===== src/rtl/sntp_pkg.sv =====
// Shared types and constants for the SNTP offset estimator.
// Field widths, action codes, register indexes and per-stage payload structs.
// No dependencies.
package sntp_pkg;

   localparam int COUNTER_WIDTH = 32;   // round counters wrap at this width

   localparam int ACT_W      = 2;
   localparam int TIME_W     = 63;      // local epoch microseconds
   localparam int NTP_W      = 32;      // NTP seconds / fraction
   localparam int US_W       = 52;      // NTP time converted to microseconds
   localparam int FRAC_US_W  = 20;      // fraction term, < 1e6
   localparam int SAMPLE_W   = 64;
   localparam int CNT_OUT_W  = 32;
   localparam int THR_W      = 32;
   localparam int ATT_W      = 4;
   localparam int CSR_IDX_W  = 2;
   localparam int CSR_DATA_W = 32;

   localparam logic [FRAC_US_W-1:0] US_PER_S       = 20'd1000000;
   localparam logic [NTP_W-1:0]     NTP_GAP_S      = 32'd2208988800;
   localparam logic [US_W-1:0]      NTP_GAP_US     = 52'd2208988800000000;
   localparam logic [THR_W-1:0]     THRESHOLD_INIT = 32'd20000;
   localparam logic [ATT_W-1:0]     ATTEMPTS_INIT  = 4'd3;
   localparam logic [SAMPLE_W-1:0]  DELAY_MAX      = {1'b0, {(SAMPLE_W-1){1'b1}}};
   localparam logic [SAMPLE_W-1:0]  DELAY_MIN      = {1'b1, {(SAMPLE_W-1){1'b0}}};

   // csr register indexes
   localparam logic [CSR_IDX_W-1:0] CSR_THRESHOLD = 2'd0;
   localparam logic [CSR_IDX_W-1:0] CSR_ATTEMPTS  = 2'd1;
   localparam logic [CSR_IDX_W-1:0] CSR_CORR_EN   = 2'd2;

   typedef enum logic [ACT_W-1:0] {
      ACT_ANSWERED = 2'd0,
      ACT_FAILED   = 2'd1,
      ACT_QUERY    = 2'd2
   } action_type;

   // input register
   typedef struct packed {
      action_type        action;
      logic [TIME_W-1:0] t1;
      logic [TIME_W-1:0] t4;
      logic [TIME_W-1:0] local_us;
      logic [NTP_W-1:0]  rx_sec;
      logic [NTP_W-1:0]  rx_frac;
      logic [NTP_W-1:0]  tx_sec;
      logic [NTP_W-1:0]  tx_frac;
   } stage_a_type;

   // products of the timestamp conversion
   typedef struct packed {
      action_type           action;
      logic [TIME_W-1:0]    t1;
      logic [TIME_W-1:0]    t4;
      logic [TIME_W-1:0]    local_us;
      logic [US_W-1:0]      rx_sec_us;
      logic [US_W-1:0]      tx_sec_us;
      logic [FRAC_US_W-1:0] rx_frac_us;
      logic [FRAC_US_W-1:0] tx_frac_us;
      logic                 rx_unix;   // seconds past the 1970 boundary
      logic                 tx_unix;
   } stage_b_type;

   // converted server timestamps
   typedef struct packed {
      action_type        action;
      logic [TIME_W-1:0] t1;
      logic [TIME_W-1:0] t4;
      logic [TIME_W-1:0] local_us;
      logic [US_W-1:0]   t2;
      logic [US_W-1:0]   t3;
   } stage_c_type;

   // sample offset and delay
   typedef struct packed {
      action_type                  action;
      logic [TIME_W-1:0]           local_us;
      logic signed [SAMPLE_W-1:0]  s_off;
      logic signed [SAMPLE_W-1:0]  s_del;
   } stage_d_type;

endpackage


===== src/rtl/sntp_offset_estimator.sv =====
// SNTP clock offset and round-trip delay estimator, top level.
// Depends on sntp_pkg (types, widths, constants).

// One item per clock cycle, sustained while rsp_ready stays high. An item
// passes through the input register, timestamp multiply, conversion,
// offset/delay, then the round-state update with the result register, and a
// low rsp_ready holds the result in the result register. Each stage has
// its own valid bit and stalls only when the stage after it is full and
// blocked, so req_ready stays high while a result waits as long as the
// pipeline has a free slot. All round state (best sample, attempt count,
// committed offset, counters) lives in the last stage and is updated there in
// item order, so back-to-back attempts and queries see each other's effect.
// csr writes take effect at once; issue them only with the pipeline empty.
// Action 3 changes nothing and returns zeros plus the current status.
module sntp_offset_estimator (
   input  logic                                 clock,
   input  logic                                 reset,

   input  logic                                 req_valid,
   output logic                                 req_ready,
   input  logic [sntp_pkg::ACT_W-1:0]           req_action,
   input  logic [sntp_pkg::TIME_W-1:0]          req_send_local_us,
   input  logic [sntp_pkg::TIME_W-1:0]          req_recv_local_us,
   input  logic [sntp_pkg::NTP_W-1:0]           req_server_rx_seconds,
   input  logic [sntp_pkg::NTP_W-1:0]           req_server_rx_fraction,
   input  logic [sntp_pkg::NTP_W-1:0]           req_server_tx_seconds,
   input  logic [sntp_pkg::NTP_W-1:0]           req_server_tx_fraction,
   input  logic [sntp_pkg::TIME_W-1:0]          req_local_time_us,

   output logic                                 rsp_valid,
   input  logic                                 rsp_ready,
   output logic signed [sntp_pkg::SAMPLE_W-1:0] rsp_corrected_time_us,
   output logic signed [sntp_pkg::SAMPLE_W-1:0] rsp_sample_offset_us,
   output logic signed [sntp_pkg::SAMPLE_W-1:0] rsp_sample_delay_us,
   output logic signed [sntp_pkg::SAMPLE_W-1:0] rsp_committed_offset_us,
   output logic                                 rsp_round_closed,
   output logic                                 rsp_synced,
   output logic [sntp_pkg::CNT_OUT_W-1:0]       rsp_good_rounds,
   output logic [sntp_pkg::CNT_OUT_W-1:0]       rsp_failed_rounds,

   input  logic                                 csr_we,
   input  logic [sntp_pkg::CSR_IDX_W-1:0]       csr_index,
   input  logic [sntp_pkg::CSR_DATA_W-1:0]      csr_wdata
);
   import sntp_pkg::*;

   // ---------------- configuration ----------------
   logic [THR_W-1:0] threshold_ff;
   logic [ATT_W-1:0] max_attempts_ff;
   logic             corr_en_ff;

   always_ff @(posedge clock) begin
      if (reset) begin
         threshold_ff    <= THRESHOLD_INIT;
         max_attempts_ff <= ATTEMPTS_INIT;
         corr_en_ff      <= 1'b1;
      end else if (csr_we) begin
         unique case (csr_index)
            CSR_THRESHOLD: threshold_ff    <= csr_wdata[THR_W-1:0];
            CSR_ATTEMPTS:  max_attempts_ff <= csr_wdata[ATT_W-1:0];
            CSR_CORR_EN:   corr_en_ff      <= csr_wdata[0];
            default: ;     // unmapped index, write dropped
         endcase
      end
   end

   // ---------------- pipeline flow control ----------------
   logic a_valid_ff, b_valid_ff, c_valid_ff, d_valid_ff, rsp_valid_ff;
   logic a_ready, b_ready, c_ready, d_ready, r_ready;

   assign r_ready   = !rsp_valid_ff || rsp_ready;
   assign d_ready   = !d_valid_ff   || r_ready;
   assign c_ready   = !c_valid_ff   || d_ready;
   assign b_ready   = !b_valid_ff   || c_ready;
   assign a_ready   = !a_valid_ff   || b_ready;
   assign req_ready = a_ready;
   assign rsp_valid = rsp_valid_ff;

   always_ff @(posedge clock) begin
      if (reset) begin
         a_valid_ff   <= 1'b0;
         b_valid_ff   <= 1'b0;
         c_valid_ff   <= 1'b0;
         d_valid_ff   <= 1'b0;
         rsp_valid_ff <= 1'b0;
      end else begin
         if (a_ready) a_valid_ff   <= req_valid;
         if (b_ready) b_valid_ff   <= a_valid_ff;
         if (c_ready) c_valid_ff   <= b_valid_ff;
         if (d_ready) d_valid_ff   <= c_valid_ff;
         if (r_ready) rsp_valid_ff <= d_valid_ff;
      end
   end

   // ---------------- stage A: input register ----------------
   stage_a_type a_ff, a_in;

   always_comb begin
      a_in.action   = action_type'(req_action);
      a_in.t1       = req_send_local_us;
      a_in.t4       = req_recv_local_us;
      a_in.local_us = req_local_time_us;
      a_in.rx_sec   = req_server_rx_seconds;
      a_in.rx_frac  = req_server_rx_fraction;
      a_in.tx_sec   = req_server_tx_seconds;
      a_in.tx_frac  = req_server_tx_fraction;
   end

   always_ff @(posedge clock) begin
      if (a_ready && req_valid) a_ff <= a_in;
   end

   // ---------------- stage B: multiply by 1e6 ----------------
   stage_b_type     b_ff, b_in;
   logic [US_W-1:0] rx_frac_prod, tx_frac_prod;

   always_comb begin
      // fraction term is (frac * 1e6) >> 32
      rx_frac_prod    = US_W'(a_ff.rx_frac) * US_W'(US_PER_S);
      tx_frac_prod    = US_W'(a_ff.tx_frac) * US_W'(US_PER_S);
      b_in.action     = a_ff.action;
      b_in.t1         = a_ff.t1;
      b_in.t4         = a_ff.t4;
      b_in.local_us   = a_ff.local_us;
      b_in.rx_sec_us  = US_W'(a_ff.rx_sec) * US_W'(US_PER_S);
      b_in.tx_sec_us  = US_W'(a_ff.tx_sec) * US_W'(US_PER_S);
      b_in.rx_frac_us = rx_frac_prod[US_W-1:NTP_W];
      b_in.tx_frac_us = tx_frac_prod[US_W-1:NTP_W];
      b_in.rx_unix    = (a_ff.rx_sec >= NTP_GAP_S);
      b_in.tx_unix    = (a_ff.tx_sec >= NTP_GAP_S);
   end

   always_ff @(posedge clock) begin
      if (b_ready && a_valid_ff) b_ff <= b_in;
   end

   // ---------------- stage C: epoch microseconds ----------------
   // era shift is applied after the multiply as a constant 1e6-scaled subtract
   stage_c_type c_ff, c_in;

   always_comb begin
      c_in.action   = b_ff.action;
      c_in.t1       = b_ff.t1;
      c_in.t4       = b_ff.t4;
      c_in.local_us = b_ff.local_us;
      c_in.t2 = b_ff.rx_sec_us - (b_ff.rx_unix ? NTP_GAP_US : '0)
              + US_W'(b_ff.rx_frac_us);
      c_in.t3 = b_ff.tx_sec_us - (b_ff.tx_unix ? NTP_GAP_US : '0)
              + US_W'(b_ff.tx_frac_us);
   end

   always_ff @(posedge clock) begin
      if (c_ready && b_valid_ff) c_ff <= c_in;
   end

   // ---------------- stage D: offset and delay ----------------
   stage_d_type              d_ff, d_in;
   logic signed [SAMPLE_W:0] off_sum, off_adj, off_half, del_sum;

   always_comb begin
      // 65-bit exact sums; every term is non-negative and below 2^63
      off_sum = $signed((SAMPLE_W+1)'(c_ff.t2)) + $signed((SAMPLE_W+1)'(c_ff.t3))
              - $signed((SAMPLE_W+1)'(c_ff.t1)) - $signed((SAMPLE_W+1)'(c_ff.t4));
      del_sum = $signed((SAMPLE_W+1)'(c_ff.t4)) + $signed((SAMPLE_W+1)'(c_ff.t2))
              - $signed((SAMPLE_W+1)'(c_ff.t1)) - $signed((SAMPLE_W+1)'(c_ff.t3));
      // halve with truncation toward zero: bias negatives by one first
      off_adj  = off_sum + $signed({{SAMPLE_W{1'b0}}, off_sum[SAMPLE_W]});
      off_half = off_adj >>> 1;

      d_in.action   = c_ff.action;
      d_in.local_us = c_ff.local_us;
      d_in.s_off    = off_half[SAMPLE_W-1:0];
      // saturate delay into the signed 64-bit range
      if (!del_sum[SAMPLE_W] && del_sum[SAMPLE_W-1]) begin
         d_in.s_del = DELAY_MAX;
      end else if (del_sum[SAMPLE_W] && !del_sum[SAMPLE_W-1]) begin
         d_in.s_del = DELAY_MIN;
      end else begin
         d_in.s_del = del_sum[SAMPLE_W-1:0];
      end
   end

   always_ff @(posedge clock) begin
      if (d_ready && c_valid_ff) d_ff <= d_in;
   end

   // ---------------- last stage: round state and result ----------------
   logic                       d_fire;
   logic signed [SAMPLE_W-1:0] clock_offset_ff, clock_offset_in;
   logic                       synced_ff, synced_in;
   logic [COUNTER_WIDTH-1:0]   good_cnt_ff, good_cnt_in;
   logic [COUNTER_WIDTH-1:0]   failed_cnt_ff, failed_cnt_in;
   logic signed [SAMPLE_W-1:0] best_off_ff, best_off_in;
   logic signed [SAMPLE_W-1:0] best_del_ff, best_del_in;
   logic                       any_ff, any_in;
   logic [ATT_W-1:0]           attempt_ff, attempt_in;

   logic                       answered, attempted, better, early, close;
   logic                       any_next;
   logic [ATT_W-1:0]           limit, attempt_next;
   logic signed [SAMPLE_W-1:0] best_off_next, best_del_next;
   logic [SAMPLE_W-1:0]        corrected;

   assign d_fire = d_valid_ff && r_ready;

   always_comb begin
      answered  = 1'b0;
      attempted = 1'b0;
      corrected = '0;
      unique case (d_ff.action)
         ACT_ANSWERED: begin
            answered  = 1'b1;
            attempted = 1'b1;
         end
         ACT_FAILED: begin
            attempted = 1'b1;
         end
         ACT_QUERY: begin
            corrected = corr_en_ff ? SAMPLE_W'(d_ff.local_us) + clock_offset_ff
                                   : SAMPLE_W'(d_ff.local_us);
         end
         default: ;   // no-op action
      endcase

      // zero max_attempts behaves as one
      limit         = (max_attempts_ff == '0) ? ATT_W'(1) : max_attempts_ff;
      attempt_next  = attempt_ff + ATT_W'(1);
      better        = answered && (d_ff.s_del < best_del_ff);
      early         = answered && (d_ff.s_del < $signed(SAMPLE_W'(threshold_ff)));
      any_next      = any_ff || answered;
      best_off_next = better ? d_ff.s_off : best_off_ff;
      best_del_next = better ? d_ff.s_del : best_del_ff;
      close         = attempted && (early || (attempt_next >= limit));

      clock_offset_in = clock_offset_ff;
      synced_in       = synced_ff;
      good_cnt_in     = good_cnt_ff;
      failed_cnt_in   = failed_cnt_ff;
      best_off_in     = best_off_ff;
      best_del_in     = best_del_ff;
      any_in          = any_ff;
      attempt_in      = attempt_ff;

      if (d_fire && close) begin
         if (any_next) begin
            clock_offset_in = best_off_next;
            synced_in       = 1'b1;
            good_cnt_in     = good_cnt_ff + COUNTER_WIDTH'(1);
         end else begin
            failed_cnt_in   = failed_cnt_ff + COUNTER_WIDTH'(1);
         end
         // start a fresh round
         best_off_in = '0;
         best_del_in = DELAY_MAX;
         any_in      = 1'b0;
         attempt_in  = '0;
      end else if (d_fire && attempted) begin
         best_off_in = best_off_next;
         best_del_in = best_del_next;
         any_in      = any_next;
         attempt_in  = attempt_next;
      end
   end

   always_ff @(posedge clock) begin
      if (reset) begin
         clock_offset_ff <= '0;
         synced_ff       <= 1'b0;
         good_cnt_ff     <= '0;
         failed_cnt_ff   <= '0;
         best_off_ff     <= '0;
         best_del_ff     <= DELAY_MAX;
         any_ff          <= 1'b0;
         attempt_ff      <= '0;
      end else begin
         clock_offset_ff <= clock_offset_in;
         synced_ff       <= synced_in;
         good_cnt_ff     <= good_cnt_in;
         failed_cnt_ff   <= failed_cnt_in;
         best_off_ff     <= best_off_in;
         best_del_ff     <= best_del_in;
         any_ff          <= any_in;
         attempt_ff      <= attempt_in;
      end
   end

   // result register: snapshot of the state right after this item
   logic signed [SAMPLE_W-1:0] rsp_corrected_ff, rsp_off_ff, rsp_del_ff, rsp_committed_ff;
   logic                       rsp_closed_ff, rsp_synced_ff;
   logic [CNT_OUT_W-1:0]       rsp_good_ff, rsp_failed_ff;

   always_ff @(posedge clock) begin
      if (d_fire) begin
         rsp_corrected_ff <= corrected;
         rsp_off_ff       <= answered ? d_ff.s_off : '0;
         rsp_del_ff       <= answered ? d_ff.s_del : '0;
         rsp_committed_ff <= clock_offset_in;
         rsp_closed_ff    <= close;
         rsp_synced_ff    <= synced_in;
         rsp_good_ff      <= CNT_OUT_W'(good_cnt_in);
         rsp_failed_ff    <= CNT_OUT_W'(failed_cnt_in);
      end
   end

   assign rsp_corrected_time_us   = rsp_corrected_ff;
   assign rsp_sample_offset_us    = rsp_off_ff;
   assign rsp_sample_delay_us     = rsp_del_ff;
   assign rsp_committed_offset_us = rsp_committed_ff;
   assign rsp_round_closed        = rsp_closed_ff;
   assign rsp_synced              = rsp_synced_ff;
   assign rsp_good_rounds         = rsp_good_ff;
   assign rsp_failed_rounds       = rsp_failed_ff;

endmodule

===== config.mk =====
export PLATFORM = sky130hd
export DESIGN_NAME = sntp_offset_estimator
export DESIGN_NICKNAME = d
export VERILOG_FILES = /design/src/rtl/sntp_pkg.sv /design/src/rtl/sntp_offset_estimator.sv
export SDC_FILE = /design/constraint.sdc
export NUM_CORES = 2
export LEC_CHECK = 0
export BUFFER_PORTS_ARGS = -buffer_cell sky130_fd_sc_hd__buf_2
export CAP_MARGIN = 40
export CORE_MARGIN = 2
export CORE_UTILIZATION = 65
export DETAILED_ROUTE_END_ITERATION = 12
export HOLD_SLACK_MARGIN = 0.1
export PLACE_DENSITY_LB_ADDON = 0.05
export SLEW_MARGIN = 20
export SYNTH_ARGS = -nofsm -noshare
export SYNTH_HDL_FRONTEND = slang
export SYNTH_SLANG_ARGS = --single-unit

===== constraint.sdc =====
create_clock -name clock -period 57.7 [get_ports clock]
set_input_delay 2.885 -clock clock [delete_from_list [all_inputs] [get_ports clock]]
set_output_delay 2.885 -clock clock [all_outputs]
set_load 0.03 [all_outputs]

Word-level counts from Yosys, hierarchy flattened
Cells that the tools add are included.
W data, S select, Z words.

word-level totals
  memories kept = 0
  input bits = 358
  bits in writable memories = 0
  register bits after elaboration = 1758
  output and inout bits = 324
  logic and storage cells = 133
  memory bits (read-only) = 0
  latch bits = 0

cells by class
  eq/ne operators = 4
  add/sub/neg operators = 15
  divide/modulo/power cells = 0
  muxes and demuxes = 16
  reductions and logical operators = 36
  bitwise logic cells = 0
  $lt $le $gt $ge = 5
  multiply operators = 4
  shift-type cells = 0

operators by type and width
  operator                  count
  $mux W64                  4
  $mul A32 B14 Y46 const B  4
  $mux W32                  4
  $add A52 B20 Y52          2
  $sub A52 B51 Y52          2
  $mux W51                  2
  $add A65 B2 Y65           1
  $sub A64 B63 Y65          1
  $sub A64 B64 Y65          1
  $sub A65 B53 Y65          1
  $add A32 B1 Y32 const B   2
  $add A63 B52 Y64          1
  $add A63 B64 Y64          1
  $ge A32 B32 Y1 const B    2
  $lt A64 B33 Y1            1
  $lt A64 B64 Y1            1
  $sub A53 B63 Y64          1
  $mux W63                  1
  $add A52 B52 Y53          1
  $logic_and A1 B1 Y1       12
  $reduce_and A2 Y1         5
  $logic_not A1 Y1          7
  $logic_or A1 B1 Y1        7
  $add A4 B1 Y4 const B     1
  other kinds (8)           15

Logic depth before layout (Yosys ltp)
  word-level depth = 7
  mapped depth = 35
  depth with buffers taken out = 35

Worst setup path after synthesis
OpenSTA, ideal clock, no wires.

  path kind = input to register
  start = input port rsp_ready
  end = register c_ff[0] in the netlist's numbering, enable pin
  arrival = 24448 ps
  setup slack = 31850 ps
  buffers on the path = 1
  setup time = 1402 ps
  stages = 4
  required time = 56298 ps
  path through = nor2b_1 -> and2_1 -> clkbuf_1 -> a21boi_0

on the way
  cells in the longest elaborated chain, start to end = 4

RTL lines
  item                    RTL line                      source
  start: declaration      sntp_offset_estimator.sv:31   input logic rsp_ready,
  $logic_or A1 B1 Y1      sntp_offset_estimator.sv:71   assign r_ready = !rsp_valid_ff || rsp_ready;
  $logic_or A1 B1 Y1      sntp_offset_estimator.sv:72   assign d_ready = !d_valid_ff || r_ready;
  $logic_or A1 B1 Y1      sntp_offset_estimator.sv:73   assign c_ready = !c_valid_ff || d_ready;
  $logic_and A1 B1 Y1     sntp_offset_estimator.sv:153  if (c_ready && b_valid_ff) c_ff <= c_in;
  end signal: assignment  sntp_offset_estimator.sv:153
  end: declaration        sntp_offset_estimator.sv:139  stage_c_type c_ff, c_in;

Every way passes these cells.
A chain may end at the register's enable or synchronous reset.

==> results.md <==
* Die extent in y at around 420 um
* Main combinational cell family by area after synthesis: adder cells
* CTS tree: done
* Syn Area/Cell at ~12 um2
* TritonCTS Buffers at ~180
* Initial Utilization at between 60% and 70%
* Arrival time at the worst endpoint at 10.20 ns
* Mapped Nets at 12000
* I/O pin cnt at 682
* Root buffer cell: clkbuf_16
* Status: complete, no violations
* Critical Path Source: c_ff[53]$_DFFE_PP_
* DRT Pass-1 Iters at 8
* Worst Setup Start Kind: register
* Synth area leader: edfxtp_1
* DRT met1 WL at 113000 um
* Cell mode on critical path: a21oi_1
* Top cells by area, synth: edfxtp_1 (39%), ha_1 (13%), fa_1 (13%)
* CP Max Fanout at 5
* Top Family by Delay on Critical Path: compound AO/OA/AOI/OAI gates
* Routed Antenna Nets at 0
* Post-synth top area share at ~39%
* Die X at between 400 and 500 um
* Slowest cell on crit path: a31oi_1
* Max Cap Viol at 0
* Post-Synth Simple-Gate Area at under 10%
* Gr ovfl total at 0
* Seq cells post-synth at between 1500 and 2000
* H-tree depth at 4
* Post-CTS Hold Fix Bufs at 0
* CTS Buffer Depth at 3
* Met2 WL at around 130000 um
* Vias at roughly 74000
* Post-synthesis adder-cell area fraction at between 20% and 30%
* Vias in the first global route at around 74000
* CP bufs+invs at 2
* Clock latency at the later pin of the worst-skew pair at between 0.8 and 0.9 ns
* RSZ-0062 raised after global routing: no
* Largest net degree at the start of global routing at 107
* CP required at 58.30 ns
* Post-synth ARST share at 0%
* Setup Crit Path Kind: reg2reg
* Fin Clk Skew at between 0.07 and 0.08 ns
* Commonest non-fill, non-tap cell in the layout: inv_1
* Routed wire length at 272000 um
* PortBufs at slightly below 700
* Mux cell area share after synthesis at under 10%
* Antenna violations before repair at 22
* Crit path time final at 9.60 ns
* CORE AREA at between 150000 and 200000 um2
* CP Capture Type: register
* Setup crit end: d_ff[103]$_DFFE_PP_
* Clock Sink Count at approximately 1800
* First DRT Iteration DRCs at around 5700
* Detail Route met3 WL at 16400 um
* Wire per inst at ~21 um
* Xor/xnor share of the synthesized area at 4.41%
* Layout cells sized above 1 at 10.7%
* Final setup TNS at 0 ns
* Final setup vio count at 0
* Post-cts sizing count at 0
* Reg-to-reg endpoint: d_ff[103]$_DFFE_PP_
* Cell variety after synth at 99
* Slew Limit Fails at 0
* Syn Std Cell Area at approximately 110000 um2
* Achievable Freq at 104 MHz
* Hold Vio Cnt, Final at 0
* Worst Hold Class: reg2reg
* DR top layer: met4
* Final worst-path cycle share at roughly 17%
* FP Rows at approximately 150
* # Post-CTS Setup Buffers at 0
* HPWL Detailed at 214000 um
* Main flop type after synthesis: edfxtp_1
* Number of synthesized flops with an enable pin at 1454
* Reg2reg start: c_ff[53]$_DFFE_PP_
* Relative slew slack at between 30% and 40%
* Worst r2r path cells at 32
* Die Area at approximately 180000 um2
* Slew @ Worst Pin at 0.980 ns
* Total track usage at between 30 and 40%
* GPL Wtd Cong at 0.956
* Vias per inst at 5.71
* FF-to-FF setup slack at about 48 ns
* Compound-Gate Fraction of Synth Area at 9.82%
* Register area share after synthesis at ~44%
* First-pass GRT wire length at around 420000 um
* DRC viols at 0
* CP max stage delay at about 0.73 ns
* Commonest cells after routing, fill and taps aside: inv_1 (1652), edfxtp_1 (1454), ha_1 (1173), fa_1 (704), buf_2 (681)
* Synth Instances at a little under 10000
* Layout Nets at between 10000 and 15000
* Crit. path cell count at 32
* Clock Pin Slew Worst Setup and Hold Paths at 0.06 ns
* Yosys warns at 0
* P&R area growth vs syn at 11.4%
kinds of logic (layout without fill, tap and decap cells):
kind of cell | count (synthesis) | count (layout)
compound gates | 1709 | 1709
xor+xnor | 566 | 566
fa+ha+maj | 1883 | 1883
buf+inv | 1837 | 2737
flops | 1758 | 1758
mux | 188 | 188
other cells | 0 | 20
simple gates | 1829 | 1829
worst min-delay path by stage:
| stage | from | to | slack (ns) | depth (start not counted) |
|---|---|---|---|---|
| floorplan | a_ff[128]$_DFFE_PP_ | b_ff[146]$_DFFE_PP_ | 0.40 | 0 |
| global placement | a_ff[179]$_DFFE_PP_ | b_ff[197]$_DFFE_PP_ | 0.40 | 0 |
| detailed placement | a_ff[150]$_DFFE_PP_ | b_ff[168]$_DFFE_PP_ | 0.40 | 0 |
| CTS | b_ff[204]$_DFFE_PP_ | c_ff[162]$_DFFE_PP_ | 0.37 | 0 |
| global route | b_ff[204]$_DFFE_PP_ | c_ff[162]$_DFFE_PP_ | 0.38 | 0 |
| finish | b_ff[204]$_DFFE_PP_ | c_ff[162]$_DFFE_PP_ | 0.38 | 0 |
routing by layer:
| metal | up-vias | track usage (%) |
|---|---|---|
| met1 | 36200 | 41.3 |
| met2 | 2463 | 51.3 |
| met3 | 495 | 4.06 |
| li1 | 35100 | - |
| met5 | - | 0 |
| met4 | 0 | 12.8 |
cell type report:
class,instances,area (um2)
clock inverters,134,1550
multi-input cells,6175,55900
flip-flops and latches,1758,49800
clock buffers,204,4710
diodes,20,50.0
well taps,2310,2890
fillers,11800,46500
inverters,1654,6220
repair buffers,745,4180
Yosys cell counts, types with 13 or more instances:
| cell type | n |
|---|---|
| nand4_1 | 92 |
| a211oi_1 | 115 |
| and4_1 | 30 |
| mux2i_1 | 185 |
| edfxtp_1 | 1454 |
| ha_1 | 1173 |
| o31a_1 | 13 |
| a2111oi_0 | 13 |
| a31o_2 | 13 |
| nor3_1 | 97 |
| nor4_1 | 19 |
| dfxtp_1 | 304 |
| buf_1 | 14 |
| a21oi_1 | 581 |
| a31oi_1 | 52 |
| and2_1 | 166 |
| nand3_1 | 126 |
| inv_1 | 1653 |
| clkbuf_1 | 162 |
| nor2b_1 | 142 |
| a221oi_1 | 13 |
| and3_1 | 59 |
| xnor2_1 | 378 |
| fa_1 | 704 |
| nand2_1 | 385 |
| a211o_1 | 22 |
| or2_2 | 27 |
| nor2_1 | 535 |
| o21bai_1 | 64 |
| o211ai_1 | 85 |
| nand2b_1 | 71 |
| or3_1 | 26 |
| o21a_1 | 65 |
| o31ai_1 | 18 |
| a21o_1 | 279 |
| o21ai_0 | 247 |
| xor2_1 | 188 |
flip-flops by register name (all words and copies together) (netlist names), 4 cells and up:
signal                   count
rsp_sample_delay_us         64
rsp_corrected_time_us       64
attempt_ff                   4
c_ff                       295
rsp_failed_rounds           32
good_cnt_ff                 32
a_ff                       319
failed_cnt_ff               32
threshold_ff                32
best_del_ff                 64
max_attempts_ff              4
rsp_sample_offset_us        64
rsp_good_rounds             32
clock_offset_ff             64
rsp_committed_offset_us     64
b_ff                       325
best_off_ff                 64
d_ff                       193
stage by stage:
step	instances	hold slack, ns	setup WS (ns)	util, %	instance area [um2]
finish	13000	0.376	48.10	72.9	125000
global route	13000	0.384	47.61	72.9	125000
CTS	13000	0.373	48.20	72.8	125000
detailed placement	12600	0.405	48.29	69.1	119000
global placement	12600	0.401	48.54	69.0	119000
floorplan	9770	0.400	31.85	-	112000
worst register-to-register path: cells and delay by family (launching register included):
| family | cells | cell delay, ns |
|---|---|---|
| AO/OA/AOI/OAI | 17 | 5.28 |
| AND/OR/NAND/NOR | 8 | 1.71 |
| adder cells (fa/ha/maj) | 3 | 1.26 |
| buffers and inverters | 2 | 0.42 |
| flip-flops | 1 | 0.39 |
| XOR/XNOR | 2 | 0.30 |
Power is not shown: default switching activity piles up to over one toggle a cycle in this logic, so the estimate is an artifact.
